$ cat src/sv/pdsb_pkg.sv
// Shared types, constants and helpers for the Pelco-D to S.BUS bridge.
`default_nettype none

package pdsb_pkg;

   // request operation codes
   localparam logic OP_RX_BYTE = 1'b0;
   localparam logic OP_TICK    = 1'b1;

   // result kinds
   localparam logic KIND_STATUS = 1'b0;
   localparam logic KIND_SBUS   = 1'b1;

   // configuration register indexes
   localparam int CSR_INDEX_W = 2;
   localparam int CSR_DATA_W  = 8;
   localparam logic [CSR_INDEX_W-1:0] REG_MOUNT_INVERTED  = 2'd0;
   localparam logic [CSR_INDEX_W-1:0] REG_FOCUS_STEP      = 2'd1;
   localparam logic [CSR_INDEX_W-1:0] REG_FAILSAFE_FLAG   = 2'd2;
   localparam logic [CSR_INDEX_W-1:0] REG_LOST_FRAME_FLAG = 2'd3;

   localparam logic [7:0] FOCUS_STEP_RESET = 8'd25;

   // Pelco-D frame positions
   localparam logic [2:0] POS_CMD1  = 3'd2;
   localparam logic [2:0] POS_CMD2  = 3'd3;
   localparam logic [2:0] POS_PAN   = 3'd4;
   localparam logic [2:0] POS_TILT  = 3'd5;
   localparam logic [2:0] POS_LAST  = 3'd6;

   localparam logic [10:0] STOP_SUM    = 11'd257;
   localparam logic [10:0] LENS_MIN    = 11'd352;
   localparam logic [10:0] LENS_MAX    = 11'd1696;
   localparam logic [10:0] LENS_CENTER = 11'd1024;

   // S.BUS frame layout
   localparam int         SBUS_CHAN_BITS = 176;
   localparam logic [7:0] SBUS_HEADER    = 8'h0F;
   localparam logic [4:0] SBUS_FLAGS_IDX = 5'd23;
   localparam logic [4:0] SBUS_LAST_IDX  = 5'd24;

   localparam int QUEUE_DEPTH = 4;

   typedef enum logic {CMD_DECODE, CMD_TICK} cmd_op_type;

   typedef enum logic {BACK_IDLE, BACK_SEND} back_state_type;

   typedef struct packed {
      cmd_op_type op;
      logic       stop;
      logic [7:0] cmd1;
      logic [7:0] cmd2;
      logic [7:0] pan_speed;
      logic [7:0] tilt_speed;
   } cmd_type;

   typedef struct packed {
      logic       mount_inverted;
      logic [7:0] focus_step;
      logic       failsafe_flag;
      logic       lost_frame_flag;
   } cfg_type;

   // x*255/63 saturated: 255 = 4*63 + 3, so below 63 it is 4x + x/21
   function automatic logic [7:0] scale_speed(input logic [7:0] x);
      logic [1:0] frac;
      frac = (x >= 8'd42) ? 2'd2 : ((x >= 8'd21) ? 2'd1 : 2'd0);
      if (x >= 8'd63) begin
         return 8'hFF;
      end
      return {x[5:0], 2'b00} + {6'd0, frac};
   endfunction

endpackage

`default_nettype wire

$ cat src/sv/pdsb_if.sv
// Request and result channel interfaces of the bridge.
`default_nettype none

interface pdsb_req_if;
   logic       valid;
   logic       ready;
   logic       operation;
   logic [7:0] rx_byte;

   modport source (output valid, output operation, output rx_byte, input ready);
   modport sink   (input valid, input operation, input rx_byte, output ready);
endinterface

interface pdsb_rsp_if;
   logic       valid;
   logic       ready;
   logic       kind;
   logic [7:0] sbus_byte;
   logic       last;
   logic [7:0] pan_duty;
   logic       pan_dir;
   logic [7:0] tilt_duty;
   logic       tilt_dir;

   modport source (output valid, output kind, output sbus_byte, output last,
                   output pan_duty, output pan_dir, output tilt_duty, output tilt_dir,
                   input ready);
   modport sink   (input valid, input kind, input sbus_byte, input last,
                   input pan_duty, input pan_dir, input tilt_duty, input tilt_dir,
                   output ready);
endinterface

`default_nettype wire

$ cat src/sv/pdsb_front.sv
// Front end: collects Pelco-D bytes into frames and queues decode and tick commands.
`default_nettype none

module pdsb_front import pdsb_pkg::*; (
   input  wire logic clock,
   input  wire logic reset,
   pdsb_req_if.sink  req,
   input  wire logic q_full,
   output logic      q_push,
   output cmd_type   q_cmd
);

   logic [2:0]  count_ff, count_in;
   logic [10:0] sum_ff, sum_in;
   logic [7:0]  cmd1_ff, cmd2_ff, pan_ff, tilt_ff;
   logic        accept, is_byte, frame_done;
   logic [10:0] total;

   assign req.ready  = !q_full;
   assign accept     = req.valid && !q_full;
   assign is_byte    = accept && (req.operation == OP_RX_BYTE);
   assign frame_done = is_byte && (count_ff == POS_LAST);
   assign total      = sum_ff + {3'd0, req.rx_byte};

   always_comb begin
      count_in = count_ff;
      sum_in   = sum_ff;
      if (is_byte) begin
         count_in = frame_done ? 3'd0 : count_ff + 3'd1;
         sum_in   = (count_ff == 3'd0) ? {3'd0, req.rx_byte} : total;
      end
   end

   assign q_push = accept && ((req.operation == OP_TICK) || frame_done);

   always_comb begin
      q_cmd.op         = (req.operation == OP_TICK) ? CMD_TICK : CMD_DECODE;
      q_cmd.stop       = (total == STOP_SUM);
      q_cmd.cmd1       = cmd1_ff;
      q_cmd.cmd2       = cmd2_ff;
      q_cmd.pan_speed  = scale_speed(pan_ff);
      q_cmd.tilt_speed = scale_speed(tilt_ff);
   end

   always_ff @(posedge clock) begin
      if (reset) begin
         count_ff <= 3'd0;
      end else begin
         count_ff <= count_in;
      end
   end

   always_ff @(posedge clock) begin
      sum_ff <= sum_in;
      if (is_byte && count_ff == POS_CMD1) begin
         cmd1_ff <= req.rx_byte;
      end
      if (is_byte && count_ff == POS_CMD2) begin
         cmd2_ff <= req.rx_byte;
      end
      if (is_byte && count_ff == POS_PAN) begin
         pan_ff <= req.rx_byte;
      end
      if (is_byte && count_ff == POS_TILT) begin
         tilt_ff <= req.rx_byte;
      end
   end

endmodule

`default_nettype wire

$ cat src/sv/pdsb_queue.sv
// Command queue between front and back ends.
`default_nettype none

module pdsb_queue import pdsb_pkg::*; #(
   parameter int DEPTH = QUEUE_DEPTH
) (
   input  wire logic    clock,
   input  wire logic    reset,
   input  wire logic    push,
   input  wire cmd_type push_cmd,
   output logic         full,
   input  wire logic    pop,
   output cmd_type      pop_cmd,
   output logic         empty
);

   localparam int PTR_W = (DEPTH > 1) ? $clog2(DEPTH) : 1;
   localparam int CNT_W = $clog2(DEPTH + 1);

   cmd_type          entries_ff [DEPTH];
   logic [PTR_W-1:0] wr_ptr_ff, wr_ptr_in, rd_ptr_ff, rd_ptr_in;
   logic [CNT_W-1:0] count_ff, count_in;
   logic             do_push, do_pop;

   assign full    = (count_ff == CNT_W'(DEPTH));
   assign empty   = (count_ff == '0);
   assign do_push = push && !full;
   assign do_pop  = pop && !empty;
   assign pop_cmd = entries_ff[rd_ptr_ff];

   always_comb begin
      wr_ptr_in = wr_ptr_ff;
      rd_ptr_in = rd_ptr_ff;
      count_in  = count_ff;
      if (do_push) begin
         wr_ptr_in = (wr_ptr_ff == PTR_W'(DEPTH - 1)) ? '0 : wr_ptr_ff + 1'b1;
      end
      if (do_pop) begin
         rd_ptr_in = (rd_ptr_ff == PTR_W'(DEPTH - 1)) ? '0 : rd_ptr_ff + 1'b1;
      end
      if (do_push && !do_pop) begin
         count_in = count_ff + 1'b1;
      end else if (do_pop && !do_push) begin
         count_in = count_ff - 1'b1;
      end
   end

   always_ff @(posedge clock) begin
      if (reset) begin
         wr_ptr_ff <= '0;
         rd_ptr_ff <= '0;
         count_ff  <= '0;
      end else begin
         wr_ptr_ff <= wr_ptr_in;
         rd_ptr_ff <= rd_ptr_in;
         count_ff  <= count_in;
      end
   end

   always_ff @(posedge clock) begin
      if (do_push) begin
         entries_ff[wr_ptr_ff] <= push_cmd;
      end
   end

endmodule

`default_nettype wire

$ cat src/sv/pdsb_back.sv
// Back end: applies decoded frames to motor and lens state, streams S.BUS frames.
`default_nettype none

module pdsb_back import pdsb_pkg::*; (
   input  wire logic    clock,
   input  wire logic    reset,
   input  wire cfg_type cfg,
   input  wire logic    q_empty,
   input  wire cmd_type q_cmd,
   output logic         q_pop,
   pdsb_rsp_if.source   rsp
);

   back_state_type            state_ff, state_in;
   logic [4:0]                byte_idx_ff, byte_idx_in;
   logic [SBUS_CHAN_BITS-1:0] chan_bits_ff, chan_bits_in;
   logic [7:0]                pan_speed_ff, pan_speed_in, tilt_speed_ff, tilt_speed_in;
   logic [7:0]                pan_drive_ff, pan_drive_in, tilt_drive_ff, tilt_drive_in;
   logic                      pan_level_ff, pan_level_in, tilt_level_ff, tilt_level_in;
   logic [10:0]               iris_ff, iris_in, focus_ff, focus_in, zoom_ff, zoom_in;
   logic                      out_valid_ff, out_valid_in;
   logic                      out_kind_ff, out_kind_in, out_last_ff, out_last_in;
   logic [7:0]                out_byte_ff, out_byte_in;

   logic       out_free, load, do_decode, start_tick, send_step;
   logic       load_kind, load_last;
   logic [7:0] load_byte, send_byte;
   logic [10:0] focus_near;
   logic        m;

   assign out_free = !out_valid_ff || rsp.ready;
   assign m        = cfg.mount_inverted;

   always_comb begin
      if (byte_idx_ff == SBUS_FLAGS_IDX) begin
         send_byte = {4'd0, cfg.failsafe_flag, cfg.lost_frame_flag, 2'd0};
      end else if (byte_idx_ff == SBUS_LAST_IDX) begin
         send_byte = 8'd0;
      end else begin
         send_byte = chan_bits_ff[7:0];
      end
   end

   // next state
   always_comb begin
      state_in = state_ff;
      unique case (state_ff)
         BACK_IDLE: begin
            if (out_free && !q_empty && q_cmd.op == CMD_TICK) begin
               state_in = BACK_SEND;
            end
         end
         BACK_SEND: begin
            if (out_free && byte_idx_ff == SBUS_LAST_IDX) begin
               state_in = BACK_IDLE;
            end
         end
         default: state_in = BACK_IDLE;
      endcase
   end

   // outputs
   always_comb begin
      q_pop      = 1'b0;
      load       = 1'b0;
      do_decode  = 1'b0;
      start_tick = 1'b0;
      send_step  = 1'b0;
      load_kind  = KIND_STATUS;
      load_byte  = 8'd0;
      load_last  = 1'b0;
      unique case (state_ff)
         BACK_IDLE: begin
            if (out_free && !q_empty) begin
               q_pop = 1'b1;
               load  = 1'b1;
               if (q_cmd.op == CMD_TICK) begin
                  start_tick = 1'b1;
                  load_kind  = KIND_SBUS;
                  load_byte  = SBUS_HEADER;
               end else begin
                  do_decode = 1'b1;
               end
            end
         end
         BACK_SEND: begin
            if (out_free) begin
               load      = 1'b1;
               send_step = 1'b1;
               load_kind = KIND_SBUS;
               load_byte = send_byte;
               load_last = (byte_idx_ff == SBUS_LAST_IDX);
            end
         end
         default: begin
         end
      endcase
   end

   // frame decode; stop first, then speeds, directions and lens in order
   always_comb begin
      pan_speed_in  = pan_speed_ff;
      tilt_speed_in = tilt_speed_ff;
      pan_drive_in  = pan_drive_ff;
      tilt_drive_in = tilt_drive_ff;
      pan_level_in  = pan_level_ff;
      tilt_level_in = tilt_level_ff;
      iris_in       = iris_ff;
      focus_in      = focus_ff;
      zoom_in       = zoom_ff;
      focus_near    = focus_ff;
      if (do_decode) begin
         if (q_cmd.stop) begin
            pan_drive_in  = 8'd0;
            tilt_drive_in = 8'd0;
            iris_in       = LENS_CENTER;
            zoom_in       = LENS_CENTER;
         end
         if (!q_cmd.cmd2[0]) begin
            pan_speed_in  = q_cmd.pan_speed;
            tilt_speed_in = q_cmd.tilt_speed;
         end
         if (q_cmd.cmd2[1]) begin
            pan_drive_in = pan_speed_in;
            pan_level_in = m;
         end
         if (q_cmd.cmd2[2]) begin
            pan_drive_in = pan_speed_in;
            pan_level_in = !m;
         end
         if (q_cmd.cmd2[3]) begin
            tilt_drive_in = tilt_speed_in;
            tilt_level_in = m;
         end
         if (q_cmd.cmd2[4]) begin
            tilt_drive_in = tilt_speed_in;
            tilt_level_in = !m;
         end
         if (q_cmd.cmd1[2]) begin
            iris_in = LENS_MIN;
         end
         if (q_cmd.cmd1[1]) begin
            iris_in = LENS_MAX;
         end
         if (q_cmd.cmd1[0] && focus_ff > LENS_MIN) begin
            focus_near = focus_ff - {3'd0, cfg.focus_step};
         end
         focus_in = focus_near;
         if (q_cmd.cmd2[7] && focus_near < LENS_MAX) begin
            focus_in = focus_near + {3'd0, cfg.focus_step};
         end
         if (q_cmd.cmd2[6]) begin
            zoom_in = LENS_MIN;
         end
         if (q_cmd.cmd2[5]) begin
            zoom_in = LENS_MAX;
         end
      end
   end

   always_comb begin
      byte_idx_in  = byte_idx_ff;
      chan_bits_in = chan_bits_ff;
      if (start_tick) begin
         byte_idx_in  = 5'd1;
         // channel 0 in the low bits; iris, focus, zoom on channels 1..3
         chan_bits_in = {{12{LENS_CENTER}}, zoom_ff, focus_ff, iris_ff, LENS_CENTER};
      end else if (send_step) begin
         byte_idx_in  = byte_idx_ff + 5'd1;
         chan_bits_in = chan_bits_ff >> 8;
      end
      out_valid_in = load ? 1'b1 : (rsp.ready ? 1'b0 : out_valid_ff);
      out_kind_in  = load ? load_kind : out_kind_ff;
      out_byte_in  = load ? load_byte : out_byte_ff;
      out_last_in  = load ? load_last : out_last_ff;
   end

   always_ff @(posedge clock) begin
      if (reset) begin
         state_ff      <= BACK_IDLE;
         byte_idx_ff   <= 5'd0;
         out_valid_ff  <= 1'b0;
         pan_speed_ff  <= 8'd0;
         tilt_speed_ff <= 8'd0;
         pan_drive_ff  <= 8'd0;
         tilt_drive_ff <= 8'd0;
         pan_level_ff  <= 1'b0;
         tilt_level_ff <= 1'b0;
         iris_ff       <= LENS_CENTER;
         focus_ff      <= LENS_CENTER;
         zoom_ff       <= LENS_CENTER;
      end else begin
         state_ff      <= state_in;
         byte_idx_ff   <= byte_idx_in;
         out_valid_ff  <= out_valid_in;
         pan_speed_ff  <= pan_speed_in;
         tilt_speed_ff <= tilt_speed_in;
         pan_drive_ff  <= pan_drive_in;
         tilt_drive_ff <= tilt_drive_in;
         pan_level_ff  <= pan_level_in;
         tilt_level_ff <= tilt_level_in;
         iris_ff       <= iris_in;
         focus_ff      <= focus_in;
         zoom_ff       <= zoom_in;
      end
   end

   always_ff @(posedge clock) begin
      chan_bits_ff <= chan_bits_in;
      out_kind_ff  <= out_kind_in;
      out_byte_ff  <= out_byte_in;
      out_last_ff  <= out_last_in;
   end

   // drive state only changes on a pop, which waits for a free output slot
   assign rsp.valid     = out_valid_ff;
   assign rsp.kind      = out_kind_ff;
   assign rsp.sbus_byte = out_byte_ff;
   assign rsp.last      = out_last_ff;
   assign rsp.pan_duty  = pan_drive_ff;
   assign rsp.pan_dir   = pan_level_ff;
   assign rsp.tilt_duty = tilt_drive_ff;
   assign rsp.tilt_dir  = tilt_level_ff;

endmodule

`default_nettype wire

$ cat src/sv/pelco_d_to_sbus_bridge_unit.sv
// A request that completes a Pelco-D frame is written into the command queue, then popped
// into the output register as its status result; a tick request gives the S.BUS header byte
// the same way, then one byte per cycle while the output is taken. Throughput: one request
// per cycle while the queue is not full; 25 bytes per S.BUS frame, one byte per output slot.
// Reset (synchronous): queue empty, byte count 0, speeds/drives/levels 0, lens 1024,
// registers at mount 0, focus step 25, failsafe 1, lost frame 1.
`default_nettype none

module pelco_d_to_sbus_bridge_unit import pdsb_pkg::*; #(
   parameter int QUEUE_DEPTH_P = QUEUE_DEPTH
) (
   input  wire logic                   clock,
   input  wire logic                   reset,
   pdsb_req_if.sink                    req_chan,
   pdsb_rsp_if.source                  rsp_chan,
   input  wire logic                   csr_we,
   input  wire logic [CSR_INDEX_W-1:0] csr_index,
   input  wire logic [CSR_DATA_W-1:0]  csr_wdata
);

   cfg_type cfg_ff, cfg_in;
   cmd_type push_cmd, pop_cmd;
   logic    push, pop, full, empty;

   always_comb begin
      cfg_in = cfg_ff;
      if (csr_we) begin
         unique case (csr_index)
            REG_MOUNT_INVERTED:  cfg_in.mount_inverted  = csr_wdata[0];
            REG_FOCUS_STEP:      cfg_in.focus_step      = csr_wdata;
            REG_FAILSAFE_FLAG:   cfg_in.failsafe_flag   = csr_wdata[0];
            REG_LOST_FRAME_FLAG: cfg_in.lost_frame_flag = csr_wdata[0];
            default: cfg_in = cfg_ff;
         endcase
      end
   end

   always_ff @(posedge clock) begin
      if (reset) begin
         cfg_ff.mount_inverted  <= 1'b0;
         cfg_ff.focus_step      <= FOCUS_STEP_RESET;
         cfg_ff.failsafe_flag   <= 1'b1;
         cfg_ff.lost_frame_flag <= 1'b1;
      end else begin
         cfg_ff <= cfg_in;
      end
   end

   pdsb_front u_front (
      .clock  (clock),
      .reset  (reset),
      .req    (req_chan),
      .q_full (full),
      .q_push (push),
      .q_cmd  (push_cmd)
   );

   pdsb_queue #(
      .DEPTH (QUEUE_DEPTH_P)
   ) u_queue (
      .clock    (clock),
      .reset    (reset),
      .push     (push),
      .push_cmd (push_cmd),
      .full     (full),
      .pop      (pop),
      .pop_cmd  (pop_cmd),
      .empty    (empty)
   );

   pdsb_back u_back (
      .clock   (clock),
      .reset   (reset),
      .cfg     (cfg_ff),
      .q_empty (empty),
      .q_cmd   (pop_cmd),
      .q_pop   (pop),
      .rsp     (rsp_chan)
   );

endmodule

`default_nettype wire

$ cat src/flat_wrapper.sv
// flat-port wrapper written by rule: the top's interface ports become plain ports
module pelco_d_to_sbus_bridge_unit_flat import pdsb_pkg::*;
#(
   parameter int QUEUE_DEPTH_P = QUEUE_DEPTH
)
  (clock, reset, csr_we, csr_index, csr_wdata, req_chan_valid, req_chan_operation, req_chan_rx_byte, req_chan_ready, rsp_chan_valid, rsp_chan_kind, rsp_chan_sbus_byte, rsp_chan_last, rsp_chan_pan_duty, rsp_chan_pan_dir, rsp_chan_tilt_duty, rsp_chan_tilt_dir, rsp_chan_ready);
  pdsb_req_if req_chan_i ();
  pdsb_rsp_if rsp_chan_i ();
  input  wire logic clock;
  input  wire logic reset;
  input  wire logic csr_we;
  input  wire logic [CSR_INDEX_W-1:0] csr_index;
  input  wire logic [CSR_DATA_W-1:0] csr_wdata;
  input wire logic [$bits(req_chan_i.valid)-1:0] req_chan_valid;
  input wire logic [$bits(req_chan_i.operation)-1:0] req_chan_operation;
  input wire logic [$bits(req_chan_i.rx_byte)-1:0] req_chan_rx_byte;
  output wire logic [$bits(req_chan_i.ready)-1:0] req_chan_ready;
  output wire logic [$bits(rsp_chan_i.valid)-1:0] rsp_chan_valid;
  output wire logic [$bits(rsp_chan_i.kind)-1:0] rsp_chan_kind;
  output wire logic [$bits(rsp_chan_i.sbus_byte)-1:0] rsp_chan_sbus_byte;
  output wire logic [$bits(rsp_chan_i.last)-1:0] rsp_chan_last;
  output wire logic [$bits(rsp_chan_i.pan_duty)-1:0] rsp_chan_pan_duty;
  output wire logic [$bits(rsp_chan_i.pan_dir)-1:0] rsp_chan_pan_dir;
  output wire logic [$bits(rsp_chan_i.tilt_duty)-1:0] rsp_chan_tilt_duty;
  output wire logic [$bits(rsp_chan_i.tilt_dir)-1:0] rsp_chan_tilt_dir;
  input wire logic [$bits(rsp_chan_i.ready)-1:0] rsp_chan_ready;
  assign req_chan_i.valid = req_chan_valid;
  assign req_chan_i.operation = req_chan_operation;
  assign req_chan_i.rx_byte = req_chan_rx_byte;
  assign req_chan_ready = req_chan_i.ready;
  assign rsp_chan_valid = rsp_chan_i.valid;
  assign rsp_chan_kind = rsp_chan_i.kind;
  assign rsp_chan_sbus_byte = rsp_chan_i.sbus_byte;
  assign rsp_chan_last = rsp_chan_i.last;
  assign rsp_chan_pan_duty = rsp_chan_i.pan_duty;
  assign rsp_chan_pan_dir = rsp_chan_i.pan_dir;
  assign rsp_chan_tilt_duty = rsp_chan_i.tilt_duty;
  assign rsp_chan_tilt_dir = rsp_chan_i.tilt_dir;
  assign rsp_chan_i.ready = rsp_chan_ready;
  pelco_d_to_sbus_bridge_unit #(.QUEUE_DEPTH_P(QUEUE_DEPTH_P)) u_core (.clock(clock), .reset(reset), .req_chan(req_chan_i), .rsp_chan(rsp_chan_i), .csr_we(csr_we), .csr_index(csr_index), .csr_wdata(csr_wdata));
endmodule
$ cat config.mk
export PLATFORM = sky130hd
export DESIGN_NAME = pelco_d_to_sbus_bridge_unit_flat
export DESIGN_NICKNAME = d
export VERILOG_FILES = /design/src/sv/pdsb_pkg.sv /design/src/sv/pdsb_if.sv /design/src/sv/pdsb_front.sv /design/src/sv/pdsb_queue.sv /design/src/sv/pdsb_back.sv /design/src/sv/pelco_d_to_sbus_bridge_unit.sv /design/src/flat_wrapper.sv
export SDC_FILE = /design/constraint.sdc
export NUM_CORES = 1
export LEC_CHECK = 0
export BUFFER_PORTS_ARGS = -buffer_cell sky130_fd_sc_hd__clkbuf_2
export CORE_ASPECT_RATIO = 0.9
export CORE_MARGIN = 4
export CORE_UTILIZATION = 40
export DETAILED_ROUTE_END_ITERATION = 16
export PLACE_DENSITY_LB_ADDON = 0.08
export SLEW_MARGIN = 0
export SYNTH_ARGS = -nofsm -noshare
export SYNTH_HDL_FRONTEND = slang
export SYNTH_SLANG_ARGS = --single-unit
$ cat constraint.sdc
create_clock -name clock -period 3.8 [get_ports clock]
set_input_delay 0.19 -clock clock [delete_from_list [all_inputs] [get_ports clock]]
set_output_delay 0.19 -clock clock [all_outputs]
set_load 0.1 [all_outputs]
==> flow_metrics.env, run 1 <==
export IMPL_status="completed"
export IMPL_p_leak_nw=5.695
export IMPL_criticalPathCategory="register to register"
export IMPL_core_um2=32270
export IMPL_rows=62
export IMPL_post_synth_top_count_cell="edfxtp_1"
export IMPL_powerDensity_nw_per_um2=835.9
export IMPL_setup_ws_ns=0.1726
export IMPL_async_flop_share_pct=0
export IMPL_start_util_pct=41.09
export IMPL_die_w_um=199.9
export IMPL_cts_tree="done"
export IMPL_dr_pass1_iters=5
export IMPL_synth_avg_cell_area_um2=12.42
export IMPL_finalSetupViolations=0
export IMPL_port_buffers=53
export IMPL_overflow=0
export IMPL_hpwlAfterDp_mm=18.84
export IMPL_cts_buffers=34
export IMPL_synth_warnings=0
export IMPL_pre_cts_ws_ns=0.08293
export IMPL_synth_common_cells="edfxtp_1, dfxtp_1, nand2_1"
export IMPL_vias=8363
export IMPL_skew_ns=0.01416
export IMPL_nNetsFinal=1225
export IMPL_grt_pass1_wl_mm=45.72
export IMPL_required_ns=4.16
export IMPL_syn2layout_area_growth_pct=17.14
export IMPL_syn_instance_count=1068
export IMPL_fmax_mhz=275.7
export IMPL_fp_dieArea_um2=36130
export IMPL_fin_crit_ns=3.627
export IMPL_synth_cell_types=65
export IMPL_wl_mm=28.36
export IMPL_cts_sinks=308
export IMPL_synth_enable_flop_cells=197
export IMPL_syn_area_um2=13260
export IMPL_grt_util_all_layers_pct=15.69
export IMPL_finalCritPeriodShare_pct=95.46
export IMPL_yosysTopAreaCell="edfxtp_1"
export IMPL_holdWs_ns=0.01498
export IMPL_grt_antenna_before_repair=0
export IMPL_clk_path_buf_depth=3
export IMPL_clk_latency_ns=0.51
export IMPL_viasPerCell=5.227
export IMPL_hp_class="primary input to register"
export IMPL_final_util_pct=48.14
export IMPL_cp_max_fo=5
export IMPL_clkTransAtPathRegs_ns=0.06
export IMPL_first_iter_violations=474
export IMPL_worst_pin_slew_ns=0.8948
export IMPL_synthFlopType="edfxtp_1"
export IMPL_io_pins=54
export IMPL_grt_pass1_vias=8332
export IMPL_drive_gt1_share_pct=17.15
export IMPL_ant_nets=0
export IMPL_drv_slew=0
export IMPL_endpoint_kind="register"
export IMPL_fp_dieH_um=180.7
export IMPL_maxSlewHeadroom_pct=40.20
export IMPL_synth_top_cell_area_share_pct=44.61
export IMPL_rsz0062_at_grt="yes"
export IMPL_synth_area_top_cells="edfxtp_1, dfxtp_1, mux4_2, ha_1, a21oi_1"
export IMPL_cts_max_level=2
export IMPL_yosysSeqAreaShare_pct=61.36
export IMPL_start_kind="register"
export IMPL_hold_viol_final=0
export IMPL_synth_fp_nets=1135
export IMPL_detail_route_wl_per_cell_um=17.72
export IMPL_grt_max_degree=71
export IMPL_route_detailed_drc=0
export IMPL_ys_ff_latch=308
export IMPL_drv_cap=0
export IMPL_critPathArrivalTime_ns=3.98
export IMPL_gp_congestion=0.8200
export IMPL_total_power_w=0.01298
export IMPL_antenna_cells=0
export IMPL_peakVddDrop_uv=328.7
export IMPL_ctsRootBufferMaster="clkbuf_16"
[cells in the final DEF, fill, tap and decap left out, types with 5 or more instances in the layout]
master	n
a211oi_1	22
dfxtp_1	110
a21oi_1	77
xor2_1	10
clkbuf_16	35
mux2i_1	32
ha_1	38
edfxtp_1	197
mux4_2	29
dlygate4sd3_1	14
nor4_1	5
nand3b_1	6
clkbuf_2	52
a22o_1	26
and2_1	10
inv_1	29
nand2b_1	11
xnor2_1	16
or3_1	18
clkbuf_8	5
nand3_1	14
a21o_1	12
nand2_1	102
bufinv_16	5
nor3_1	30
buf_4	40
nor2b_1	6
clkbuf_1	6
and3_1	16
nor2_1	93
o21ai_0	29
[cells by family after synthesis]
family	synth area share, %
flops	61.36
compound gates	10.36
mux	7.680
buf+inv	2.538
fa+ha+maj	4.283
simple gates	12.06
xor+xnor	1.717
[power breakdown]
group	total, W	leakage, nW	internal, W	switching (W)
clock	0.00347	0.589	0.00215	0.00133
combinational	0.00488	2.40	0.00168	0.00321
sequential	0.00463	2.70	0.00431	0.000318
[critical path, cell delays in order (launching register included)]
cell      delay (ns)
dfxtp_1         0.39
inv_1           0.09
ha_1            0.23
fa_1            0.40
nand2b_1        0.22
a21oi_2         0.21
o311ai_1        0.16
mux2_4          0.32
ha_1            0.25
or4_1           0.44
a21oi_2         0.13
nor4_1          0.06
nand2_1         0.12
mux2_2          0.33
nor2_1          0.08
nor4_1          0.05
[area by class of cell]
cell class | instances | area, µm²
clock buffer | 46 | 967.2
clock inverter | 16 | 236.5
fill | 2902 | 16740
inverter | 29 | 108.9
multi-input combinational | 678 | 4857
sequential | 308 | 8139
tap | 416 | 520.5
timing repair buffer | 107 | 705.7
[what timing repair did]
action,in CTS,in global routing
buffers inserted,0,3
setup endpoints to repair,0,9
hold endpoints to repair,25,0
gates resized for setup,0,11
hold buffers,14,0
[flip-flops by register name (all words and copies together) (netlist names), 11 cells and up, named ones only]
register	cells
u_core.cfg_ff	11
u_core.u_back.chan_bits_ff	61
u_core.u_back.focus_ff	11
u_core.u_front.sum_ff	11
u_core.u_queue.entries_ff	116
[per-layer routing]
metal	wire (µm)	part of all wire, %	global-route usage (%)	up-vias
met5	0	0	0	-
met2	13710	48	26.03	107
met1	13350	47	22.01	4078
li1	-	-	-	4136
met3	824	2.9	2.347	42
met4	470	1.7	3.314	0
[per-stage QoR]
step,TNS [ns],cells,area [µm²]
after floorplan,0,1068,13260
after detailed placement,0,1521,14120
after global routing,-0.01514,1600,15530
after CTS,0,1597,15460
after global placement,0,1521,14120
final,0,1600,15530
[final timing paths]
check | from | end | slack (ns) | depth (start not counted)
worst max register to register | u_core.u_back.focus_ff[0] | u_core.u_back.focus_ff[9] | 0.17 | 15
worst max-delay path | u_core.u_back.focus_ff[0] | u_core.u_back.focus_ff[9] | 0.17 | 15
worst min register to register | u_core.u_back.chan_bits_ff[151] | u_core.u_back.chan_bits_ff[143] | 0.45 | 2
worst min-delay path | req_chan_rx_byte[1] | u_core.u_front.tilt_ff[1] | 0.01 | 1
Note: power is estimated with default switching activity, not from simulation.
==> run 2: changes to the inputs <==
BUFFER_PORTS_ARGS = -buffer_cell sky130_fd_sc_hd__buf_2   (was -buffer_cell sky130_fd_sc_hd__clkbuf_2)
==> flow_metrics.env, run 2 (synthesis gave the netlist of run 1 again) <==
export IMPL_status="completed"
export IMPL_holdPathStages=3
export IMPL_fp_dieH_um=180.7
export IMPL_clk_latency_ns=0.52
export IMPL_start_kind="register"
export IMPL_clk_path_buf_depth=3
export IMPL_start_util_pct=41.09
export IMPL_cts_max_level=2
export IMPL_ant_nets=0
export IMPL_dr_wl_met2_mm=14.11
export IMPL_hold_viol_final=0
export IMPL_largest_register="u_core.u_queue.entries_ff"
export IMPL_regToRegStartpoint="u_core.u_back.focus_ff[0]"
export IMPL_peakVddDrop_uv=318.6
export IMPL_m1WireLength_mm=13.16
export IMPL_clkTransAtPathRegs_ns=0.06
export IMPL_hp_class="primary input to register"
export IMPL_cts_sinks=308
export IMPL_core_um2=32270
export IMPL_ctsRootBufferMaster="clkbuf_16"
export IMPL_grt_max_degree=67
export IMPL_largest_reg_flops=116
export IMPL_fin_crit_ns=3.593
export IMPL_final_common_cell="edfxtp_1"
export IMPL_critPathArrivalTime_ns=3.95
export IMPL_drv_cap=0
export IMPL_slowest_delay_ns=0.40
export IMPL_syn2layout_area_growth_pct=16.60
export IMPL_design_area_um2=15460
export IMPL_vias=8343
export IMPL_worst_pin_slew_ns=0.8139
export IMPL_maxSlewHeadroom_pct=45.63
export IMPL_required_ns=4.16
export IMPL_rrSetupSlack_ns=0.21
export IMPL_powerDensity_nw_per_um2=821.9
export IMPL_dr_pass1_iters=5
export IMPL_total_power_w=0.01271
export IMPL_dr_max_layer_used="met4"
export IMPL_hold_end="u_core.cfg_ff[0]"
export IMPL_detail_route_wl_per_cell_um=17.81
export IMPL_rows=62
export IMPL_cts_tree="done"
export IMPL_place_inst=1518
export IMPL_cp_max_fo=4
export IMPL_drv_slew=0
export IMPL_gp_congestion=0.8270
export IMPL_finalCritPeriodShare_pct=94.55
export IMPL_overflow=0
export IMPL_routed_wl_met3_um=784
export IMPL_criticalPathCategory="register to register"
export IMPL_cts_buffers=35
export IMPL_ff2ff_path_depth=15
export IMPL_skew_ns=0.01719
export IMPL_wl_mm=28.56
export IMPL_finalSetupViolations=0
export IMPL_viasPerCell=5.205
export IMPL_grt_antenna_before_repair=0
export IMPL_fp_dieArea_um2=36130
export IMPL_die_w_um=199.9
export IMPL_final_cell_mix="edfxtp_1, dfxtp_1, nand2_1, nor2_1, a21oi_1"
export IMPL_final_cells=1603
export IMPL_crit_chain="inv_1, ha_1, fa_1, nand2b_1, a21oi_2, o311ai_0, mux2_2, ha_1, or4_1, a21oi_1, nor4_1, nand2_1, mux2_2, nor2_1, nor4_1"
export IMPL_grt_pass1_wl_mm=45.38
export IMPL_route_detailed_drc=0
export IMPL_first_iter_violations=488
export IMPL_min_delay_start="csr_index[1]"
export IMPL_grt_pass1_vias=8249
export IMPL_antenna_cells=0
export IMPL_crit_slowest_cell="fa_1"
export IMPL_port_buffers=53
export IMPL_p_leak_nw=5.659
export IMPL_fmax_mhz=278.3
export IMPL_r2r_end="u_core.u_back.focus_ff[9]"
export IMPL_nNetsFinal=1228
export IMPL_hpwlAfterDp_mm=18.64
export IMPL_postPlaceCellArea_um2=14100
export IMPL_top_regs="u_core.u_queue.entries_ff x116, u_core.u_back.chan_bits_ff x61"
export IMPL_drive_gt1_share_pct=16.60
export IMPL_endpoint_kind="register"
export IMPL_grt_util_all_layers_pct=15.71
export IMPL_io_pins=54
[run 2: power by group]
part	leakage (nW)	total [W]	internal, W	switching [W]
registers	2.70	0.00462	0.00431	0.000309
logic	2.42	0.00488	0.00167	0.00321
clock network	0.536	0.00321	0.00190	0.00131
[run 2: how the worst max path moves through the flow]
stage,to,cells past startpoint,startpoint,slack (ns)
detailed placement,u_core.u_back.focus_ff[8],16,u_core.u_back.focus_ff[1],0.02
finish,u_core.u_back.focus_ff[9],15,u_core.u_back.focus_ff[0],0.21
CTS,u_core.u_back.focus_ff[8],16,u_core.u_back.focus_ff[1],0.002
floorplan,u_core.u_back.focus_ff[8],17,u_core.u_back.focus_ff[1],0.19
global route,u_core.u_back.focus_ff[9],15,u_core.u_back.focus_ff[0],-0.0001
global placement,u_core.u_back.focus_ff[8],16,u_core.u_back.focus_ff[1],0.11
[run 2: through the flow]
step	hold slack (ns)	worst slack, ns	setup TNS (ns)	utilization [%]
2_1_floorplan	0.2889	0.1947	0	-
3_3_place_gp	0.4219	0.1092	0	43.69
3_5_place_dp	0.4296	0.02426	0	43.69
4_1_cts	0.01017	0.002346	0	47.67
5_1_grt	0.04938	-0.0001359	-0.0001359	47.91
6_report	0.02424	0.2073	0	47.91
[run 2: layer usage]
metal  vias up  track usage (%)
met1      4041            21.56
li1       4159                -
met3        36            2.552
met4         0            3.722
met2       107            26.26
met5         -                0
[run 2: worst max-delay path: cells and delay by family (launching register included)]
family | cells | cell delay, ns
AOI/OAI and AO/OA | 3 | 0.52
and+or+nand+nor | 6 | 0.96
muxes | 2 | 0.68
buffers and inverters | 1 | 0.07
adders and majority gates | 3 | 0.84
DFF | 1 | 0.36
[run 2: area by class of cell]
| class | count | area, µm² |
|---|---|---|
| Fill cell | 2893 | 16810 |
| Sequential cell | 308 | 8142 |
| Timing Repair Buffer | 109 | 730.7 |
| Tap cell | 416 | 520.5 |
| Multi-Input combinational cell | 678 | 4857 |
| Inverter | 29 | 108.9 |
| Clock buffer | 49 | 991.0 |
| Clock inverter | 14 | 112.6 |
[run 2: what timing repair did]
item / 4_1_cts / 5_1_grt
setup buffers: 0 / 4
endpoints found under the setup margin: 0 / 6
gates resized for setup: 0 / 14
hold endpoints to repair: 37 / 0
hold buffers: 18 / 0
==> run 3: changes to the inputs <==
CELL_PAD_IN_SITES_DETAIL_PLACEMENT = 0   (was unset)
CELL_PAD_IN_SITES_GLOBAL_PLACEMENT = 2   (was unset)
CORE_UTILIZATION = 39   (was 40)
==> flow_metrics.env, run 3 (synthesis gave the netlist of run 1 again) <==
export IMPL_status="completed"
export IMPL_crit_slowest_cell="or4_4"
export IMPL_core_um2=33260
export IMPL_io_pins=54
export IMPL_endpoint_kind="register"
export IMPL_criticalPathCategory="register to register"
export IMPL_regToRegStartpoint="u_core.u_back.focus_ff[2]"
export IMPL_drv_cap=0
export IMPL_rows=63
export IMPL_ant_nets=0
export IMPL_hp_class="primary input to register"
export IMPL_pre_cts_ws_ns=0.06567
export IMPL_cts_tree="done"
export IMPL_port_buffers=53
export IMPL_vias=8434
export IMPL_wl_mm=29.57
export IMPL_peakVddDrop_uv=380.3
export IMPL_drv_slew=0
export IMPL_final_cells=1653
export IMPL_cts_buffers=36
export IMPL_final_cell_mix="edfxtp_1, dfxtp_1, nand2_1, nor2_1, a21oi_1"
export IMPL_die_w_um=202.4
export IMPL_min_delay_start="req_chan_rx_byte[1]"
export IMPL_maxSlewHeadroom_pct=43.72
export IMPL_grt_antenna_before_repair=0
export IMPL_antenna_cells=0
export IMPL_crit_buf_inv=1
export IMPL_crit_chain="buf_4, ha_1, o211ai_1, a21o_1, a21oi_1, or3b_2, nand3_1, nand2_2, ha_4, or4_4, a21oi_4, nor4_2, nand2_1, mux2_2, nor2_1, nor4_1"
export IMPL_route_detailed_drc=0
export IMPL_cp_max_fo=5
export IMPL_hold_viol_final=0
export IMPL_overflow=0
export IMPL_viasPerCell=5.102
export IMPL_final_common_cell="edfxtp_1"
export IMPL_grt_util_all_layers_pct=15.99
export IMPL_critPathArrivalTime_ns=3.92
export IMPL_holdWs_ns=0.03734
export IMPL_start_kind="register"
export IMPL_hold_end="u_core.u_front.pan_ff[1]"
export IMPL_nNetsFinal=1240
export IMPL_rrSetupSlack_ns=0.26
export IMPL_fin_crit_ns=3.543
export IMPL_required_ns=4.18
export IMPL_clk_latency_ns=0.52
export IMPL_top_regs="u_core.u_queue.entries_ff x116, u_core.u_back.chan_bits_ff x61"
export IMPL_powerDensity_nw_per_um2=822.4
export IMPL_cts_max_level=2
export IMPL_clk_path_buf_depth=3
export IMPL_r2r_end="u_core.u_back.focus_ff[9]"
export IMPL_first_iter_violations=330
export IMPL_ff2ff_path_depth=16
export IMPL_grt_pass1_vias=8375
export IMPL_fmax_mhz=282.2
export IMPL_skew_ns=0.01727
export IMPL_cp_top_family="simple AND/OR/NAND/NOR gates"
export IMPL_place_inst=1569
export IMPL_detail_route_wl_per_cell_um=17.89
export IMPL_worst_pin_slew_ns=0.8424
export IMPL_grt_pass1_wl_mm=47.50
export IMPL_finalSetupViolations=0
export IMPL_fp_dieArea_um2=37020
export IMPL_ctsRootBufferMaster="clkbuf_16"
export IMPL_largest_register="u_core.u_queue.entries_ff"
export IMPL_rsz0062_at_grt="no"
export IMPL_fp_dieH_um=182.9
export IMPL_p_leak_nw=5.705
export IMPL_clkTransAtPathRegs_ns=0.06
export IMPL_total_power_w=0.01282
export IMPL_cts_sinks=308
export IMPL_setup_ws_ns=0.2566
export IMPL_gp_congestion=0.7687
export IMPL_finalCritPeriodShare_pct=93.25
export IMPL_grt_max_degree=55
export IMPL_drive_gt1_share_pct=17.36
export IMPL_largest_reg_flops=116
export IMPL_hpwlAfterDp_mm=19.50
export IMPL_syn2layout_area_growth_pct=17.59
export IMPL_start_util_pct=39.87
export IMPL_slowest_delay_ns=0.54
export IMPL_fin_tns_setup_ns=0
export IMPL_holdPathStages=1
export IMPL_dr_pass1_iters=4
-- run 3: report_power, final --
part | total, W | leakage, nW | switching, W | internal [W]
sequential | 0.00463 | 2.70 | 0.000318 | 0.00431
clock | 0.00319 | 0.529 | 0.00130 | 0.00189
combinational | 0.00500 | 2.47 | 0.00324 | 0.00176
total | 0.0128 | 5.71 | 0.00486 | 0.00796
-- run 3: metal layers --
metal | track usage (%) | routed length (µm) | up-vias
li1 | - | - | 4176
met1 | 21.52 | 13760 | 4115
met2 | 27.36 | 14330 | 98
met3 | 2.599 | 896 | 45
met4 | 3.991 | 588 | 0
met5 | 0 | 0 | -
-- run 3: stage by stage --
stage / utilization, % / instance area (µm²)
after floorplan: - / 13260
after global placement: 42.80 / 14240
after detailed placement: 42.80 / 14240
after CTS: 46.63 / 15510
after global routing: 46.88 / 15590
final: 46.88 / 15590
-- run 3: worst max path at each step --
| stage | startpoint | to | cells past startpoint |
|---|---|---|---|
| after floorplan | u_core.u_back.focus_ff[1] | u_core.u_back.focus_ff[8] | 17 |
| after global placement | u_core.u_back.focus_ff[0] | u_core.u_back.focus_ff[8] | 13 |
| after detailed placement | u_core.u_back.focus_ff[0] | u_core.u_back.focus_ff[9] | 15 |
| after CTS | u_core.u_back.focus_ff[0] | u_core.u_back.focus_ff[9] | 15 |
| after global routing | u_core.u_back.focus_ff[1] | u_core.u_back.focus_ff[9] | 15 |
| final | u_core.u_back.focus_ff[2] | u_core.u_back.focus_ff[9] | 16 |
-- run 3: worst reg2reg max path: stages, from the launching register on --
cell      delay [ns]
dfxtp_1         0.32
buf_4           0.16
ha_1            0.31
o211ai_1        0.22
a21o_1          0.16
a21oi_1         0.07
or3b_2          0.46
nand3_1         0.11
nand2_2         0.08
ha_4            0.18
or4_4           0.54
a21oi_4         0.14
nor4_2          0.07
nand2_1         0.11
mux2_2          0.34
nor2_1          0.10
nor4_1          0.06
-- run 3: final cells by class --
| type | count | area, µm² |
|---|---|---|
| repair buffers | 120 | 815.8 |
| inverters | 29 | 108.9 |
| clock buffers | 55 | 1002 |
| clock inverters | 8 | 80.08 |
| flip-flops and latches | 308 | 8140 |
| well taps | 455 | 569.3 |
| multi-input cells | 678 | 4877 |
| fillers | 3063 | 17670 |
-- run 3: repair_timing --
action	4_1_cts	5_1_grt
buffers inserted	0	2
endpoints found under the setup margin	0	6
resized for setup	0	18
hold endpoints to repair	31	0
hold buffers	19	0
